<file path="src/rtl/acc_exec_pkg.sv">
// ----------------------------------------------------------------------------
// acc_exec_pkg: shared types and constants
// Decoded instruction record passed from the decoder to the execute stage.
// ----------------------------------------------------------------------------
package acc_exec_pkg;

  localparam logic [4:0] K_NOP  = 5'd0;
  localparam logic [4:0] K_ADC  = 5'd1;
  localparam logic [4:0] K_LD   = 5'd2;
  localparam logic [4:0] K_ST   = 5'd3;
  localparam logic [4:0] K_ORA  = 5'd4;
  localparam logic [4:0] K_EOR  = 5'd5;
  localparam logic [4:0] K_CMP  = 5'd6;
  localparam logic [4:0] K_SETF = 5'd7;
  localparam logic [4:0] K_CLRF = 5'd8;
  localparam logic [4:0] K_INC  = 5'd9;
  localparam logic [4:0] K_DEC  = 5'd10;
  localparam logic [4:0] K_TR   = 5'd11;
  localparam logic [4:0] K_PHA  = 5'd12;
  localparam logic [4:0] K_PLA  = 5'd13;
  localparam logic [4:0] K_JMP  = 5'd14;
  localparam logic [4:0] K_BRS  = 5'd15;
  localparam logic [4:0] K_BRC  = 5'd16;
  localparam logic [4:0] K_BAD  = 5'd17;

  localparam logic [3:0] M_IMP  = 4'd0;
  localparam logic [3:0] M_IMM  = 4'd1;
  localparam logic [3:0] M_ZP   = 4'd2;
  localparam logic [3:0] M_ZPX  = 4'd3;
  localparam logic [3:0] M_ZPY  = 4'd4;
  localparam logic [3:0] M_ABS  = 4'd5;
  localparam logic [3:0] M_ABX  = 4'd6;
  localparam logic [3:0] M_ABY  = 4'd7;
  localparam logic [3:0] M_REL  = 4'd8;
  localparam logic [3:0] M_JABS = 4'd9;
  localparam logic [3:0] M_JIND = 4'd10;

  localparam logic [1:0] ACC_NONE  = 2'd0;
  localparam logic [1:0] ACC_READ  = 2'd1;
  localparam logic [1:0] ACC_WRITE = 2'd2;

  localparam logic [7:0] FL_C = 8'h01;
  localparam logic [7:0] FL_Z = 8'h02;
  localparam logic [7:0] FL_I = 8'h04;
  localparam logic [7:0] FL_D = 8'h08;
  localparam logic [7:0] FL_V = 8'h40;
  localparam logic [7:0] FL_N = 8'h80;

  localparam logic [7:0] SP_RESET    = 8'hFD;
  localparam logic [7:0] FLAGS_RESET = 8'h24;
  localparam logic [7:0] STACK_PAGE  = 8'h01;
  localparam logic [7:0] SELF_BRANCH = 8'hFE;

  localparam int QDEPTH = 2;

  typedef struct packed {
    logic [4:0] kind;
    logic [3:0] mode;
    logic [7:0] arg;
  } dec_t;

  typedef struct packed {
    dec_t       dec;
    logic [7:0] lo;
    logic [7:0] hi;
    logic [7:0] rd;
    logic [7:0] rdh;
  } qitem_t;

  function automatic dec_t decode(input logic [7:0] opc);
    dec_t d;
    d = '{kind: K_BAD, mode: M_IMP, arg: 8'd0};
    unique case (opc)
      8'hEA: d = '{K_NOP, M_IMP, 8'd0};
      8'h69: d = '{K_ADC, M_IMM, 8'd0};
      8'h65: d = '{K_ADC, M_ZP, 8'd0};
      8'h75: d = '{K_ADC, M_ZPX, 8'd0};
      8'h6D: d = '{K_ADC, M_ABS, 8'd0};
      8'h7D: d = '{K_ADC, M_ABX, 8'd0};
      8'h79: d = '{K_ADC, M_ABY, 8'd0};
      8'hA9: d = '{K_LD, M_IMM, 8'd0};
      8'hA5: d = '{K_LD, M_ZP, 8'd0};
      8'hB5: d = '{K_LD, M_ZPX, 8'd0};
      8'hAD: d = '{K_LD, M_ABS, 8'd0};
      8'hBD: d = '{K_LD, M_ABX, 8'd0};
      8'hB9: d = '{K_LD, M_ABY, 8'd0};
      8'hA2: d = '{K_LD, M_IMM, 8'd1};
      8'hA6: d = '{K_LD, M_ZP, 8'd1};
      8'hB6: d = '{K_LD, M_ZPY, 8'd1};
      8'hAE: d = '{K_LD, M_ABS, 8'd1};
      8'hBE: d = '{K_LD, M_ABY, 8'd1};
      8'hA0: d = '{K_LD, M_IMM, 8'd2};
      8'hA4: d = '{K_LD, M_ZP, 8'd2};
      8'hB4: d = '{K_LD, M_ZPX, 8'd2};
      8'hAC: d = '{K_LD, M_ABS, 8'd2};
      8'hBC: d = '{K_LD, M_ABX, 8'd2};
      8'h18: d = '{K_CLRF, M_IMP, FL_C};
      8'h38: d = '{K_SETF, M_IMP, FL_C};
      8'h58: d = '{K_CLRF, M_IMP, FL_I};
      8'h78: d = '{K_SETF, M_IMP, FL_I};
      8'hB8: d = '{K_CLRF, M_IMP, FL_V};
      8'hD8: d = '{K_CLRF, M_IMP, FL_D};
      8'hF8: d = '{K_SETF, M_IMP, FL_D};
      8'h85: d = '{K_ST, M_ZP, 8'd0};
      8'h95: d = '{K_ST, M_ZPX, 8'd0};
      8'h8D: d = '{K_ST, M_ABS, 8'd0};
      8'h9D: d = '{K_ST, M_ABX, 8'd0};
      8'h99: d = '{K_ST, M_ABY, 8'd0};
      8'h86: d = '{K_ST, M_ZP, 8'd1};
      8'h96: d = '{K_ST, M_ZPY, 8'd1};
      8'h8E: d = '{K_ST, M_ABS, 8'd1};
      8'h84: d = '{K_ST, M_ZP, 8'd2};
      8'h94: d = '{K_ST, M_ZPX, 8'd2};
      8'h8C: d = '{K_ST, M_ABS, 8'd2};
      8'h05: d = '{K_ORA, M_ZP, 8'd0};
      8'h0D: d = '{K_ORA, M_ABS, 8'd0};
      8'h15: d = '{K_ORA, M_ZPX, 8'd0};
      8'h19: d = '{K_ORA, M_ABY, 8'd0};
      8'h1D: d = '{K_ORA, M_ABX, 8'd0};
      8'h4C: d = '{K_JMP, M_JABS, 8'd0};
      8'h6C: d = '{K_JMP, M_JIND, 8'd0};
      8'hD0: d = '{K_BRC, M_REL, FL_Z};
      8'hF0: d = '{K_BRS, M_REL, FL_Z};
      8'h10: d = '{K_BRC, M_REL, FL_N};
      8'h30: d = '{K_BRS, M_REL, FL_N};
      8'h90: d = '{K_BRC, M_REL, FL_C};
      8'hB0: d = '{K_BRS, M_REL, FL_C};
      8'h50: d = '{K_BRC, M_REL, FL_V};
      8'h70: d = '{K_BRS, M_REL, FL_V};
      8'hE8: d = '{K_INC, M_IMP, 8'd1};
      8'hC8: d = '{K_INC, M_IMP, 8'd2};
      8'hCA: d = '{K_DEC, M_IMP, 8'd1};
      8'h88: d = '{K_DEC, M_IMP, 8'd2};
      8'hC9: d = '{K_CMP, M_IMM, 8'd0};
      8'hC5: d = '{K_CMP, M_ZP, 8'd0};
      8'hD5: d = '{K_CMP, M_ZPX, 8'd0};
      8'hCD: d = '{K_CMP, M_ABS, 8'd0};
      8'hDD: d = '{K_CMP, M_ABX, 8'd0};
      8'hD9: d = '{K_CMP, M_ABY, 8'd0};
      8'hE0: d = '{K_CMP, M_IMM, 8'd1};
      8'hE4: d = '{K_CMP, M_ZP, 8'd1};
      8'hEC: d = '{K_CMP, M_ABS, 8'd1};
      8'hC0: d = '{K_CMP, M_IMM, 8'd2};
      8'hC4: d = '{K_CMP, M_ZP, 8'd2};
      8'hCC: d = '{K_CMP, M_ABS, 8'd2};
      8'h98: d = '{K_TR, M_IMP, 8'd8};
      8'hA8: d = '{K_TR, M_IMP, 8'd2};
      8'h8A: d = '{K_TR, M_IMP, 8'd4};
      8'hAA: d = '{K_TR, M_IMP, 8'd1};
      8'h9A: d = '{K_TR, M_IMP, 8'd7};
      8'hBA: d = '{K_TR, M_IMP, 8'd13};
      8'h49: d = '{K_EOR, M_IMM, 8'd0};
      8'h45: d = '{K_EOR, M_ZP, 8'd0};
      8'h55: d = '{K_EOR, M_ZPX, 8'd0};
      8'h4D: d = '{K_EOR, M_ABS, 8'd0};
      8'h5D: d = '{K_EOR, M_ABX, 8'd0};
      8'h59: d = '{K_EOR, M_ABY, 8'd0};
      8'h48: d = '{K_PHA, M_IMP, 8'd0};
      8'h68: d = '{K_PLA, M_IMP, 8'd0};
      default: d = '{K_BAD, M_IMP, 8'd0};
    endcase
    return d;
  endfunction

endpackage

</file>
<file path="src/rtl/acc_exec_front.sv">
// ----------------------------------------------------------------------------
// acc_exec_front: decode and instruction queue
// Classifies each opcode and holds decoded items in a short FIFO.
// ----------------------------------------------------------------------------
module acc_exec_front (
  input  logic                 clk,
  input  logic                 rst_n,
  input  logic                 in_valid,
  output logic                 in_stall,
  input  logic [7:0]           in_cmd,
  input  logic [7:0]           in_operand_low,
  input  logic [7:0]           in_operand_high,
  input  logic [7:0]           in_read_data,
  input  logic [7:0]           in_read_data_high,
  output logic                 q_valid,
  input  logic                 q_take,
  output acc_exec_pkg::qitem_t q_item
);

  acc_exec_pkg::qitem_t mem_r [acc_exec_pkg::QDEPTH];
  logic       wp_r, rp_r;
  logic [1:0] cnt_r;
  logic       push;
  logic       pop;

  assign in_stall = (cnt_r == 2'(acc_exec_pkg::QDEPTH));
  assign push     = in_valid && !in_stall;
  assign q_valid  = (cnt_r != 2'd0);
  assign pop      = q_valid && q_take;
  assign q_item   = mem_r[rp_r];

  always_ff @(posedge clk) begin
    if (push) begin
      mem_r[wp_r] <= '{dec: acc_exec_pkg::decode(in_cmd), lo: in_operand_low,
                       hi: in_operand_high, rd: in_read_data, rdh: in_read_data_high};
    end
  end

  always_ff @(posedge clk) begin
    if (!rst_n) begin
      wp_r  <= 1'b0;
      rp_r  <= 1'b0;
      cnt_r <= 2'd0;
    end else begin
      if (push) wp_r <= ~wp_r;
      if (pop) rp_r <= ~rp_r;
      cnt_r <= cnt_r + 2'(push) - 2'(pop);
    end
  end

  a_no_overflow: assert property (@(posedge clk) disable iff (!rst_n)
    cnt_r <= 2'(acc_exec_pkg::QDEPTH))
    else $error("queue count overflow");
  a_count_track: assert property (@(posedge clk) disable iff (!rst_n)
    (push && !pop) |=> (cnt_r == $past(cnt_r) + 2'd1))
    else $error("queue count did not advance on push");

endmodule

</file>
<file path="src/rtl/acc_exec_back.sv">
// ----------------------------------------------------------------------------
// acc_exec_back: execute stage
// Holds architectural registers, runs one instruction per cycle into an
// output register while the output is not stalled.
// ----------------------------------------------------------------------------
module acc_exec_back (
  input  logic                 clk,
  input  logic                 rst_n,
  input  logic                 cfg_we,
  input  logic [15:0]          cfg_data,
  input  logic                 q_valid,
  output logic                 q_take,
  input  acc_exec_pkg::qitem_t q_item,
  output logic                 out_valid,
  input  logic                 out_stall,
  output logic [15:0]          out_next_pc,
  output logic [7:0]           out_acc,
  output logic [7:0]           out_index_x,
  output logic [7:0]           out_index_y,
  output logic [7:0]           out_stack_ptr,
  output logic [7:0]           out_status,
  output logic [15:0]          out_access_addr,
  output logic [1:0]           out_access_kind,
  output logic [7:0]           out_write_data,
  output logic                 out_trap,
  output logic                 out_unimplemented
);

  logic [15:0] pc_r;
  logic [7:0]  a_r, x_r, y_r, sp_r, p_r;
  logic        ov_r;
  logic [15:0] pc_nxt, addr;
  logic [7:0]  a_nxt, x_nxt, y_nxt, sp_nxt, p_nxt, val, wd, rsel, tv;
  logic [1:0]  kind;
  logic        trap, bad, fire;
  logic [8:0]  sum;
  logic [7:0]  diff;
  logic [15:0] abs_a, len;

  acc_exec_pkg::dec_t d;
  assign d = q_item.dec;

  assign q_take = !ov_r || !out_stall;
  assign fire   = q_valid && q_take;

  function automatic logic [7:0] pick(input logic [1:0] k, input logic [7:0] a,
                                      input logic [7:0] x, input logic [7:0] y,
                                      input logic [7:0] s);
    logic [7:0] r;
    case (k)
      2'd0:    r = a;
      2'd1:    r = x;
      2'd2:    r = y;
      default: r = s;
    endcase
    return r;
  endfunction

  function automatic logic [7:0] zn(input logic [7:0] p, input logic [7:0] v);
    logic [7:0] r;
    r = p & ~(acc_exec_pkg::FL_Z | acc_exec_pkg::FL_N);
    if (v == 8'd0) r = r | acc_exec_pkg::FL_Z;
    r = r | (v & acc_exec_pkg::FL_N);
    return r;
  endfunction

  always_comb begin
    a_nxt = a_r; x_nxt = x_r; y_nxt = y_r; sp_nxt = sp_r; p_nxt = p_r;
    addr  = 16'd0; kind = acc_exec_pkg::ACC_NONE; wd = 8'd0;
    trap  = 1'b0; bad = 1'b0; len = 16'd1;
    abs_a = {q_item.hi, q_item.lo};
    val   = (d.mode == acc_exec_pkg::M_IMM) ? q_item.lo : q_item.rd;
    rsel  = pick(d.arg[1:0], a_r, x_r, y_r, sp_r);
    tv    = pick(d.arg[3:2], a_r, x_r, y_r, sp_r);
    sum   = {1'b0, a_r} + {1'b0, val} + {8'd0, p_r[0]};
    diff  = rsel - val;
    unique case (d.mode)
      acc_exec_pkg::M_IMM, acc_exec_pkg::M_REL: len = 16'd2;
      acc_exec_pkg::M_ZP:  begin len = 16'd2; addr = {8'd0, q_item.lo}; end
      acc_exec_pkg::M_ZPX: begin len = 16'd2; addr = {8'd0, q_item.lo + x_r}; end
      acc_exec_pkg::M_ZPY: begin len = 16'd2; addr = {8'd0, q_item.lo + y_r}; end
      acc_exec_pkg::M_ABS, acc_exec_pkg::M_JABS, acc_exec_pkg::M_JIND: begin
        len = 16'd3; addr = abs_a;
      end
      acc_exec_pkg::M_ABX: begin len = 16'd3; addr = abs_a + {8'd0, x_r}; end
      acc_exec_pkg::M_ABY: begin len = 16'd3; addr = abs_a + {8'd0, y_r}; end
      default: ;
    endcase
    if (d.mode >= acc_exec_pkg::M_ZP && d.mode <= acc_exec_pkg::M_ABY)
      kind = acc_exec_pkg::ACC_READ;
    pc_nxt = pc_r + len;
    unique case (d.kind)
      acc_exec_pkg::K_ADC: begin
        a_nxt = sum[7:0];
        p_nxt = zn(p_r, sum[7:0]);
        p_nxt[0] = sum[8];
        p_nxt[6] = ~(a_r[7] ^ val[7]) & (a_r[7] ^ sum[7]);
      end
      acc_exec_pkg::K_LD: begin
        case (d.arg[1:0])
          2'd0:    a_nxt = val;
          2'd1:    x_nxt = val;
          default: y_nxt = val;
        endcase
        p_nxt = zn(p_r, val);
      end
      acc_exec_pkg::K_ST: begin kind = acc_exec_pkg::ACC_WRITE; wd = rsel; end
      acc_exec_pkg::K_ORA: begin a_nxt = a_r | val; p_nxt = zn(p_r, a_r | val); end
      acc_exec_pkg::K_EOR: begin a_nxt = a_r ^ val; p_nxt = zn(p_r, a_r ^ val); end
      acc_exec_pkg::K_CMP: begin
        p_nxt = zn(p_r, diff);
        p_nxt[0] = (rsel >= val);
      end
      acc_exec_pkg::K_SETF: p_nxt = p_r | d.arg;
      acc_exec_pkg::K_CLRF: p_nxt = p_r & ~d.arg;
      acc_exec_pkg::K_INC: begin
        if (d.arg[1]) y_nxt = y_r + 8'd1; else x_nxt = x_r + 8'd1;
        p_nxt = zn(p_r, rsel + 8'd1);
      end
      acc_exec_pkg::K_DEC: begin
        if (d.arg[1]) y_nxt = y_r - 8'd1; else x_nxt = x_r - 8'd1;
        p_nxt = zn(p_r, rsel - 8'd1);
      end
      acc_exec_pkg::K_TR: begin
        case (d.arg[1:0])
          2'd0:    a_nxt = tv;
          2'd1:    x_nxt = tv;
          2'd2:    y_nxt = tv;
          default: sp_nxt = tv;
        endcase
        if (d.arg[1:0] != 2'd3) p_nxt = zn(p_r, tv);
      end
      acc_exec_pkg::K_PHA: begin
        kind = acc_exec_pkg::ACC_WRITE;
        addr = {acc_exec_pkg::STACK_PAGE, sp_r};
        wd = a_r;
        sp_nxt = sp_r - 8'd1;
      end
      acc_exec_pkg::K_PLA: begin
        sp_nxt = sp_r + 8'd1;
        kind = acc_exec_pkg::ACC_READ;
        addr = {acc_exec_pkg::STACK_PAGE, sp_r + 8'd1};
        a_nxt = q_item.rd;
        p_nxt = zn(p_r, q_item.rd);
      end
      acc_exec_pkg::K_JMP: begin
        if (d.mode == acc_exec_pkg::M_JIND) begin
          kind = acc_exec_pkg::ACC_READ;
          pc_nxt = {q_item.rdh, q_item.rd};
        end else begin
          pc_nxt = addr;
        end
        trap = (pc_nxt == pc_r);
      end
      acc_exec_pkg::K_BRS, acc_exec_pkg::K_BRC: begin
        if (((p_r & d.arg) != 8'd0) == (d.kind == acc_exec_pkg::K_BRS)) begin
          trap = (q_item.lo == acc_exec_pkg::SELF_BRANCH);
          pc_nxt = pc_nxt + {{8{q_item.lo[7]}}, q_item.lo};
        end
      end
      acc_exec_pkg::K_NOP: ;
      default: begin bad = 1'b1; pc_nxt = pc_r + 16'd1; end
    endcase
    if (kind == acc_exec_pkg::ACC_NONE) addr = 16'd0;
    if (kind != acc_exec_pkg::ACC_WRITE) wd = 8'd0;
  end

  always_ff @(posedge clk) begin
    if (!rst_n) begin
      pc_r <= 16'd0; a_r <= 8'd0; x_r <= 8'd0; y_r <= 8'd0;
      sp_r <= acc_exec_pkg::SP_RESET; p_r <= acc_exec_pkg::FLAGS_RESET;
      ov_r <= 1'b0;
    end else begin
      if (cfg_we) pc_r <= cfg_data;
      else if (fire) pc_r <= pc_nxt;
      if (fire) begin
        a_r <= a_nxt; x_r <= x_nxt; y_r <= y_nxt; sp_r <= sp_nxt; p_r <= p_nxt;
        ov_r <= 1'b1;
      end else if (!out_stall) begin
        ov_r <= 1'b0;
      end
    end
  end

  always_ff @(posedge clk) begin
    if (fire) begin
      out_next_pc <= pc_nxt; out_acc <= a_nxt; out_index_x <= x_nxt;
      out_index_y <= y_nxt; out_stack_ptr <= sp_nxt; out_status <= p_nxt;
      out_access_addr <= addr; out_access_kind <= kind; out_write_data <= wd;
      out_trap <= trap; out_unimplemented <= bad;
    end
  end

  assign out_valid = ov_r;

  a_hold: assert property (@(posedge clk) disable iff (!rst_n)
    (ov_r && out_stall) |=> ov_r)
    else $error("result dropped while stalled");
  a_kind: assert property (@(posedge clk) disable iff (!rst_n)
    ov_r |-> (out_access_kind != 2'd3))
    else $error("bad access kind");
  a_pc_adv: assert property (@(posedge clk) disable iff (!rst_n)
    (fire && !cfg_we) |=> (pc_r == out_next_pc))
    else $error("pc not consistent with result");

endmodule

</file>
<file path="src/rtl/accumulator_cpu_instruction_executor.sv">
// ----------------------------------------------------------------------------
// accumulator_cpu_instruction_executor: 8-bit accumulator CPU subset
// An accepted input is held in a queue entry, then in the execute output register.
// Throughput: one instruction per cycle while out_stall is low; the execute register feeds back.
// Reset (rst_n low, synchronous): registers take reset values, PC = 0,
// queue and output empty. A cfg write loads the PC.
// ----------------------------------------------------------------------------
module accumulator_cpu_instruction_executor (
  input  logic        clk,
  input  logic        rst_n,
  input  logic        cfg_we,
  input  logic [15:0] cfg_start_address,
  input  logic        in_valid,
  output logic        in_stall,
  input  logic [7:0]  in_cmd,
  input  logic [7:0]  in_operand_low,
  input  logic [7:0]  in_operand_high,
  input  logic [7:0]  in_read_data,
  input  logic [7:0]  in_read_data_high,
  output logic        out_valid,
  input  logic        out_stall,
  output logic [15:0] out_next_pc,
  output logic [7:0]  out_acc,
  output logic [7:0]  out_index_x,
  output logic [7:0]  out_index_y,
  output logic [7:0]  out_stack_ptr,
  output logic [7:0]  out_status,
  output logic [15:0] out_access_addr,
  output logic [1:0]  out_access_kind,
  output logic [7:0]  out_write_data,
  output logic        out_trap,
  output logic        out_unimplemented
);

  // Front decodes into the queue; back drains it one transfer per cycle while the output is not stalled.
  logic                 q_valid, q_take;
  acc_exec_pkg::qitem_t q_item;

  acc_exec_front u_front (
    .clk, .rst_n, .in_valid, .in_stall, .in_cmd, .in_operand_low,
    .in_operand_high, .in_read_data, .in_read_data_high,
    .q_valid, .q_take, .q_item
  );

  acc_exec_back u_back (
    .clk, .rst_n, .cfg_we, .cfg_data(cfg_start_address),
    .q_valid, .q_take, .q_item,
    .out_valid, .out_stall, .out_next_pc, .out_acc, .out_index_x,
    .out_index_y, .out_stack_ptr, .out_status, .out_access_addr,
    .out_access_kind, .out_write_data, .out_trap, .out_unimplemented
  );

endmodule
</file>
<file path="config.mk">
export PLATFORM = sky130hd
export DESIGN_NAME = accumulator_cpu_instruction_executor
export DESIGN_NICKNAME = d
export VERILOG_FILES = /design/src/rtl/acc_exec_pkg.sv /design/src/rtl/acc_exec_front.sv /design/src/rtl/acc_exec_back.sv /design/src/rtl/accumulator_cpu_instruction_executor.sv
export SDC_FILE = /design/constraint.sdc
export NUM_CORES = 1
export LEC_CHECK = 0
export BUFFER_PORTS_ARGS = -buffer_cell sky130_fd_sc_hd__buf_2
export CORE_MARGIN = 5
export CORE_UTILIZATION = 50
export DETAILED_ROUTE_END_ITERATION = 12
export PLACE_DENSITY = 0.69
export SLEW_MARGIN = 10
export SYNTH_ARGS = -nofsm -noshare
export SYNTH_HDL_FRONTEND = slang
export SYNTH_MEMORY_MAX_BITS = 65536
export SYNTH_SLANG_ARGS = --single-unit
export TNS_END_PERCENT = 5
</file>
<file path="constraint.sdc">
create_clock -name clk -period 6.69 [get_ports clk]
set_input_delay 1.338 -clock clk [delete_from_list [all_inputs] [get_ports clk]]
set_output_delay 1.338 -clock clk [all_outputs]
set_load 0.1 [all_outputs]
</file>
==> results.sh, run 1 <==
export IMPL_syn_area_sq_um=18200
export IMPL_nNetsFinal=2229
export IMPL_synth_top_area_share_pct=29.4
export IMPL_grt_overflow=0
export IMPL_use_met3_pct=5.09
export IMPL_worstMarginPinSlew_ns=1.16
export IMPL_finalCriticalPeriod_ns=5.93
export IMPL_r2r_end="u_back.out_trap$_DFFE_PP_"
export IMPL_p_leak_nw=7.72
export IMPL_fin_crit_sh_pct=88.7
export IMPL_design_core_area_sq_um=35700
export IMPL_yosysSeqAreaShare_pct=36.3
export IMPL_areaGrowthSynthToFinish_pct=9.55
export IMPL_grt_max_degree=63
export IMPL_num_rows=69
export IMPL_clk_latency_ns=0.56
export IMPL_powerDensity_nw_per_um2=546
export IMPL_ant_nets=0
export IMPL_vias_per_cell=6.69
export IMPL_worstPathArrival_ns=6.29
export IMPL_grt_use_met2_pct=46.6
export IMPL_syn_area_per_cell_sq_um=8.98
export IMPL_fp_dieW_um=201
export IMPL_setup_violations=0
export IMPL_firstDrtPassIters=6
export IMPL_via_count=17187
export IMPL_clock_skew_ns=0.0396
export IMPL_status="finished clean"
export IMPL_slew_viol_final=0
export IMPL_die_area_sq_um=40200
export IMPL_cts_max_level=1
export IMPL_use_met1_pct=44.3
export IMPL_grt_pass1_wl_mm=98.8
export IMPL_yosys_area_top_type="edfxtp_1"
export IMPL_detail_route_wl_per_cell_um=25.2
export IMPL_critPathMaxFanout=56
export IMPL_crit_path_end_kind="flop"
export IMPL_synth_edf_count=178
export IMPL_grt_pass1_vias=16117
export IMPL_reg2regPathDepth=14
export IMPL_cts_made_buffers=26
export IMPL_timing_hold_violations_final=0
export IMPL_place_congestion=1.01
export IMPL_synth_common_cells="211 x nand2_1, 190 x nor2_1, 178 x edfxtp_1"
export IMPL_place_worst_setup_slack_ns=0.960
export IMPL_numPortBuffers=146
export IMPL_rsz0062_at_grt="false"
export IMPL_n_antenna_cell=0
export IMPL_hold_buffers=0
export IMPL_wirelength_mm=64.7
export IMPL_cap_violations=0
export IMPL_cts_root_buf="clkbuf_16"
export IMPL_slew_limit_headroom_pct=22.1
export IMPL_ios=147
export IMPL_critPathSlowestCell="a211oi_1"
export IMPL_cts_tree="built"
export IMPL_clock_sinks=240
export IMPL_critPathKind="reg -> reg"
export IMPL_max_freq_mhz=169
export IMPL_netlist_top_cells_area="edfxtp_1 29%, dfxtp_1 6.8%, ha_1 5.1%"
export IMPL_worst_ep_required_time_ns=7.05
export IMPL_start_util_pct=50.8
export IMPL_synthFlopType="edfxtp_1"
export IMPL_async_reset_ff_share_pct=0
export IMPL_antenna_found_initial=1
export IMPL_setup_tns_final_ns=0
export IMPL_post_dp_cell_area_sq_um=19100
export IMPL_clkTransAtPathRegs_ns=0.06
export IMPL_crit_path_end="u_back.out_trap$_DFFE_PP_"
export IMPL_hpwl_mm=48.8
export IMPL_grtUsageTotal_pct=30.7
export IMPL_synth_nets=2163
export IMPL_clock_path_buffers=3
export IMPL_place_inst=2521
export IMPL_fill_cells=3221
export IMPL_die_h_um=201
export IMPL_r2r_slack_ns=0.76
export IMPL_syn_instance_count=2022
export IMPL_drt_initial_drc_count=2411
export IMPL_vdd_drop_max_mv=0.354
export IMPL_drc=0
export IMPL_min_path_type="reg -> reg"
export IMPL_worst_slack_ns=0.758
export IMPL_synth_cell_type_count=108
export IMPL_synth_most_common_cell="nand2_1"
export IMPL_design_area_sq_um=19900
export IMPL_ys_seq_elements=240
export IMPL_crit_chain="nand4b_1 > and2_1 > nor2_1 > mux2_2 > ha_1 > a21oi_1 > nand2b_1 > nor3_1 > o21ai_0 > a211oi_1 > xor2_1 > a211oi_1 > o21ai_0 > o31ai_2"
export IMPL_cts_resized=0
export IMPL_fin_cells=2569
export IMPL_yosysWarnings=0
export IMPL_cts_setup_buffers=0
export IMPL_grt_busiest_layer="met2"
export IMPL_cp_start_kind="flop"
export IMPL_max_stage_delay_ns=0.98
export IMPL_drive_gt1_share_pct=14.8
==> layer usage <==
metal  vias to the layer above  wire, um
met1                      8209     27500
li1                       7746         -
met3                       214      6170
met5                         -         0
met4                         0      2870
met2                      1018     28100
==> cells in the final DEF, fill, tap and decap left out, drive strengths merged, types with 9 or more instances in the layout <==
cell type	instances
a211o	18
a211oi	33
a21o	14
a21oi	120
a221o	9
a221oi	13
a22oi	25
a31oi	21
a41o	9
and2	18
and3	24
buf	168
clkbuf	40
dfxtp	62
edfxtp	178
ha	74
inv	77
mux2	43
mux2i	65
nand2	214
nand2b	23
nand3	58
nand4	28
nor2	190
nor2b	18
nor3	47
nor3b	12
nor4	14
o211ai	19
o21a	14
o21ai	136
o221ai	24
o22ai	24
o31ai	17
or2	12
or3	11
xnor2	41
xor2	41
==> registers in the layout, indices dropped and copies added, names as in the netlist, 16 cells and up, named ones only <==
name,flops
u_front.mem_r,94
u_back.pc_r,16
u_back.out_access_addr,16
u_back.out_next_pc,16
==> layout make-up <==
| cell class | instances | area, sq um | area share (%) |
|---|---|---|---|
| multi-input cells | 1576 | 10700 | 53.8 |
| flip-flops and latches | 240 | 6590 | 33.1 |
| repair buffers | 168 | 896 | 4.50 |
| clock buffers | 40 | 764 | 3.84 |
| well taps | 461 | 577 | 2.90 |
| inverters | 76 | 288 | 1.45 |
| clock inverters | 8 | 78.8 | 0.396 |
==> report_power, final <==
| group | internal [W] | total (W) | leakage (nW) | switching [W] |
|---|---|---|---|---|
| registers | 0.00219 | 0.00269 | 2.21 | 0.000494 |
| logic | 0.00184 | 0.00676 | 5.09 | 0.00493 |
| clock network | 0.000827 | 0.00142 | 0.411 | 0.000592 |
==> critical path, delay by kind of cell, from the launching register on <==
family	cells	cell delay [ns]
DFF	1	0.83
adders and majority gates	1	0.36
AOI/OAI and AO/OA	6	2.23
muxes	1	0.47
xor gates and xnor gates	1	0.16
and+or+nand+nor	5	1.70
==> kinds of logic after synthesis <==
group	synth area share (%)
xor+xnor	3.95
buf+inv	4.96
compound gates	22.8
simple gates	18.6
fa+ha+maj	5.76
mux	7.62
flops	36.3
==> through the flow <==
step / util, % / total power (W) / hold WS, ns
finish: 55.7 / 0.0109 / 0.421
global route: 55.7 / 0.0114 / 0.436
CTS: 55.7 / 0.0107 / 0.422
detailed placement: 53.3 / 0.00930 / 0.408
global placement: 53.3 / 0.00927 / 0.407
floorplan: - / 0.00773 / 0.409
==> how the worst min path moves through the flow <==
stage                          startpoint                        endpoint  slack, ns  depth (start not counted)
5_1_grt        u_back.p_r[4]$_SDFFE_PN0P_  u_back.out_status[4]$_DFFE_PP_       0.44                          0
3_3_place_gp   u_back.p_r[4]$_SDFFE_PN0P_  u_back.out_status[4]$_DFFE_PP_       0.41                          0
4_1_cts        u_back.p_r[4]$_SDFFE_PN0P_  u_back.out_status[4]$_DFFE_PP_       0.42                          0
3_5_place_dp   u_back.p_r[4]$_SDFFE_PN0P_  u_back.out_status[4]$_DFFE_PP_       0.41                          0
2_1_floorplan  u_back.p_r[5]$_SDFFE_PN1P_      u_back.p_r[5]$_SDFFE_PN1P_       0.41                          1
6_report       u_back.p_r[4]$_SDFFE_PN0P_  u_back.out_status[4]$_DFFE_PP_       0.42                          0
Note: power is estimated with default switching activity, not from simulation.
==> run 2, diff against run 1 <==
--- a/config.mk
+++ b/config.mk
@@ -5,11 +5,14 @@
 export SDC_FILE = /design/constraint.sdc
 export NUM_CORES = 1
 export LEC_CHECK = 0
+export ABC_AREA = 1
+export ABC_CLOCK_PERIOD_IN_PS = 6690
 export BUFFER_PORTS_ARGS = -buffer_cell sky130_fd_sc_hd__buf_2
 export CORE_MARGIN = 5
 export CORE_UTILIZATION = 50
+export CTS_BUF_LIST = sky130_fd_sc_hd__clkbuf_8
 export DETAILED_ROUTE_END_ITERATION = 12
-export PLACE_DENSITY = 0.69
+export PLACE_DENSITY = 0.7
 export SLEW_MARGIN = 10
 export SYNTH_ARGS = -nofsm -noshare
 export SYNTH_HDL_FRONTEND = slang
==> results.sh, run 2 <==
export IMPL_status="finished clean"
export IMPL_hold_buffers=0
export IMPL_reg2regPathDepth=30
export IMPL_syn_area_per_cell_sq_um=7.27
export IMPL_critPathSlowestCell="dfxtp_2"
export IMPL_holdPathEnd="u_back.p_r[4]$_SDFFE_PN0P_"
export IMPL_synth_most_common_cell="nand2_1"
export IMPL_grtUsageTotal_pct=31.8
export IMPL_worst_ep_required_time_ns=7.07
export IMPL_hold_start="u_back.p_r[4]$_SDFFE_PN0P_"
export IMPL_grt_overflow=0
export IMPL_top_layer="met4"
export IMPL_wirelength_mm=64.5
export IMPL_setup_tns_final_ns=0
export IMPL_met3_length_mm=6.38
export IMPL_critPathMaxFanout=25
export IMPL_design_core_area_sq_um=35500
export IMPL_synth_edf_count=178
export IMPL_cts_setup_buffers=0
export IMPL_hpwl_mm=49.6
export IMPL_ios=147
export IMPL_numPortBuffers=146
export IMPL_place_congestion=1.04
export IMPL_r2r_end="u_back.out_next_pc[15]$_DFFE_PP_"
export IMPL_clk_latency_ns=0.62
export IMPL_fp_dieW_um=199
export IMPL_yosys_area_top_type="edfxtp_1"
export IMPL_cts_root_buf="clkbuf_8"
export IMPL_cts_tree="built"
export IMPL_holdPathStages=2
export IMPL_met1Wirelength_mm=28.4
export IMPL_synth_top_area_share_pct=29.8
export IMPL_ant_nets=0
export IMPL_clock_path_buffers=3
export IMPL_max_freq_mhz=175
export IMPL_top_register="u_front.mem_r"
export IMPL_syn_area_sq_um=17900
export IMPL_min_path_type="reg -> reg"
export IMPL_rsz0062_at_grt="false"
export IMPL_synth_common_cells="592 x nand2_1, 285 x inv_1, 221 x nor2_1"
export IMPL_die_area_sq_um=39800
export IMPL_netlist_top_cells_area="edfxtp_1 30%, nand2_1 12%, dfxtp_1 6.9%"
export IMPL_yosysWarnings=0
export IMPL_grt_max_degree=63
export IMPL_yosysSeqAreaShare_pct=36.7
export IMPL_start_util_pct=50.6
export IMPL_vias_per_cell=5.87
export IMPL_drc=0
export IMPL_syn_instance_count=2467
export IMPL_r2r_slack_ns=0.99
export IMPL_ys_seq_elements=240
export IMPL_areaGrowthSynthToFinish_pct=10.8
export IMPL_grt_pass1_wl_mm=98.3
export IMPL_cts_max_level=2
export IMPL_largest_register_ffs=94
export IMPL_firstDrtPassIters=8
export IMPL_worstMarginPinSlew_ns=1.18
export IMPL_met2WireLength_mm=27.8
export IMPL_cts_resized=0
export IMPL_drt_initial_drc_count=1993
export IMPL_slew_viol_final=0
export IMPL_via_count=18110
export IMPL_num_rows=69
export IMPL_worstPathArrival_ns=6.08
export IMPL_crit_path_end_kind="flop"
export IMPL_clock_sinks=240
export IMPL_final_cell_mix="592 x nand2_1, 296 x inv_1, 219 x nor2_1"
export IMPL_antenna_found_initial=0
export IMPL_cts_made_buffers=41
export IMPL_critPathKind="reg -> reg"
export IMPL_setup_violations=0
export IMPL_grt_pass1_vias=16936
export IMPL_detail_route_wl_per_cell_um=20.9
export IMPL_synth_nets=2608
export IMPL_die_h_um=199
export IMPL_clock_skew_ns=0.0247
export IMPL_cp_start_kind="flop"
export IMPL_timing_hold_violations_final=0
export IMPL_synthFlopType="edfxtp_1"
export IMPL_slew_limit_headroom_pct=21.3
export IMPL_synth_cell_type_count=69
export IMPL_clkTransAtPathRegs_ns=0.07
export IMPL_finalCriticalPeriod_ns=5.70
export IMPL_async_reset_ff_share_pct=0
export IMPL_drive_gt1_share_pct=13.1
export IMPL_final_common_cell="nand2_1"
export IMPL_fin_crit_sh_pct=85.2
export IMPL_nNetsFinal=2730
export IMPL_max_stage_delay_ns=0.47
export IMPL_cap_violations=0
## run 2: final cells by class
class,count,area [sq um]
antenna,1,2.50
clock buffer,41,564
clock inverter,34,310
fill,3487,15600
tap,461,577
multi-input combinational,1822,9770
timing repair buffer,165,873
inverter,319,1210
sequential,240,6590
## run 2: worst max-delay path by stage
stage | from | to | slack [ns] | cells past startpoint
final | flop | u_back.out_next_pc[15]$_DFFE_PP_ | 0.99 | 30
after global routing | flop | u_back.out_next_pc[15]$_DFFE_PP_ | 0.44 | 31
after CTS | flop | u_back.out_next_pc[15]$_DFFE_PP_ | 1.01 | 29
after detailed placement | flop | u_back.out_next_pc[15]$_DFFE_PP_ | 1.05 | 29
after global placement | flop | u_back.out_next_pc[15]$_DFFE_PP_ | 1.17 | 29
after floorplan | out_stall | u_front.cnt_r[1]$_SDFF_PN0_ | 1.25 | 10
## run 2: cell families after synthesis
group	Yosys count	synth area share [%]
simple gates	1160	28.5
compound gates	524	17.2
buf+inv	405	8.97
flops	240	36.7
fa+ha+maj	80	5.83
xor+xnor	58	2.87
## run 2: per-stage QoR
step	area [sq um]	instances	setup WS, ns	utilization [%]	hold slack, ns
detailed placement	19000	3007	1.05	53.6	0.415
global placement	19000	3007	1.17	53.6	0.410
finish	19900	3083	0.989	56.1	0.426
CTS	19900	3082	1.01	56.0	0.426
global route	19900	3082	0.439	56.0	0.444
floorplan	17900	2467	1.25	-	0.406
## run 2: metal layers
| metal | track usage [%] | vias up |
|---|---|---|
| li1 | - | 8604 |
| met1 | 46.4 | 8431 |
| met2 | 48.4 | 957 |
| met3 | 6.05 | 118 |
| met4 | 9.33 | 0 |
| met5 | 0 | - |
## run 2: critical path, delay by kind of cell (launching register included)
| family | cells | cell delay [ns] |
|---|---|---|
| AOI/OAI and AO/OA | 3 | 0.70 |
| xor gates and xnor gates | 1 | 0.20 |
| adders and majority gates | 3 | 0.94 |
| buffers and inverters | 5 | 0.74 |
| DFF | 1 | 0.47 |
| and+or+nand+nor | 18 | 2.43 |
Power of run 2 is not shown: default switching activity piles up to over one toggle a cycle in this logic, so the estimate is an artifact.
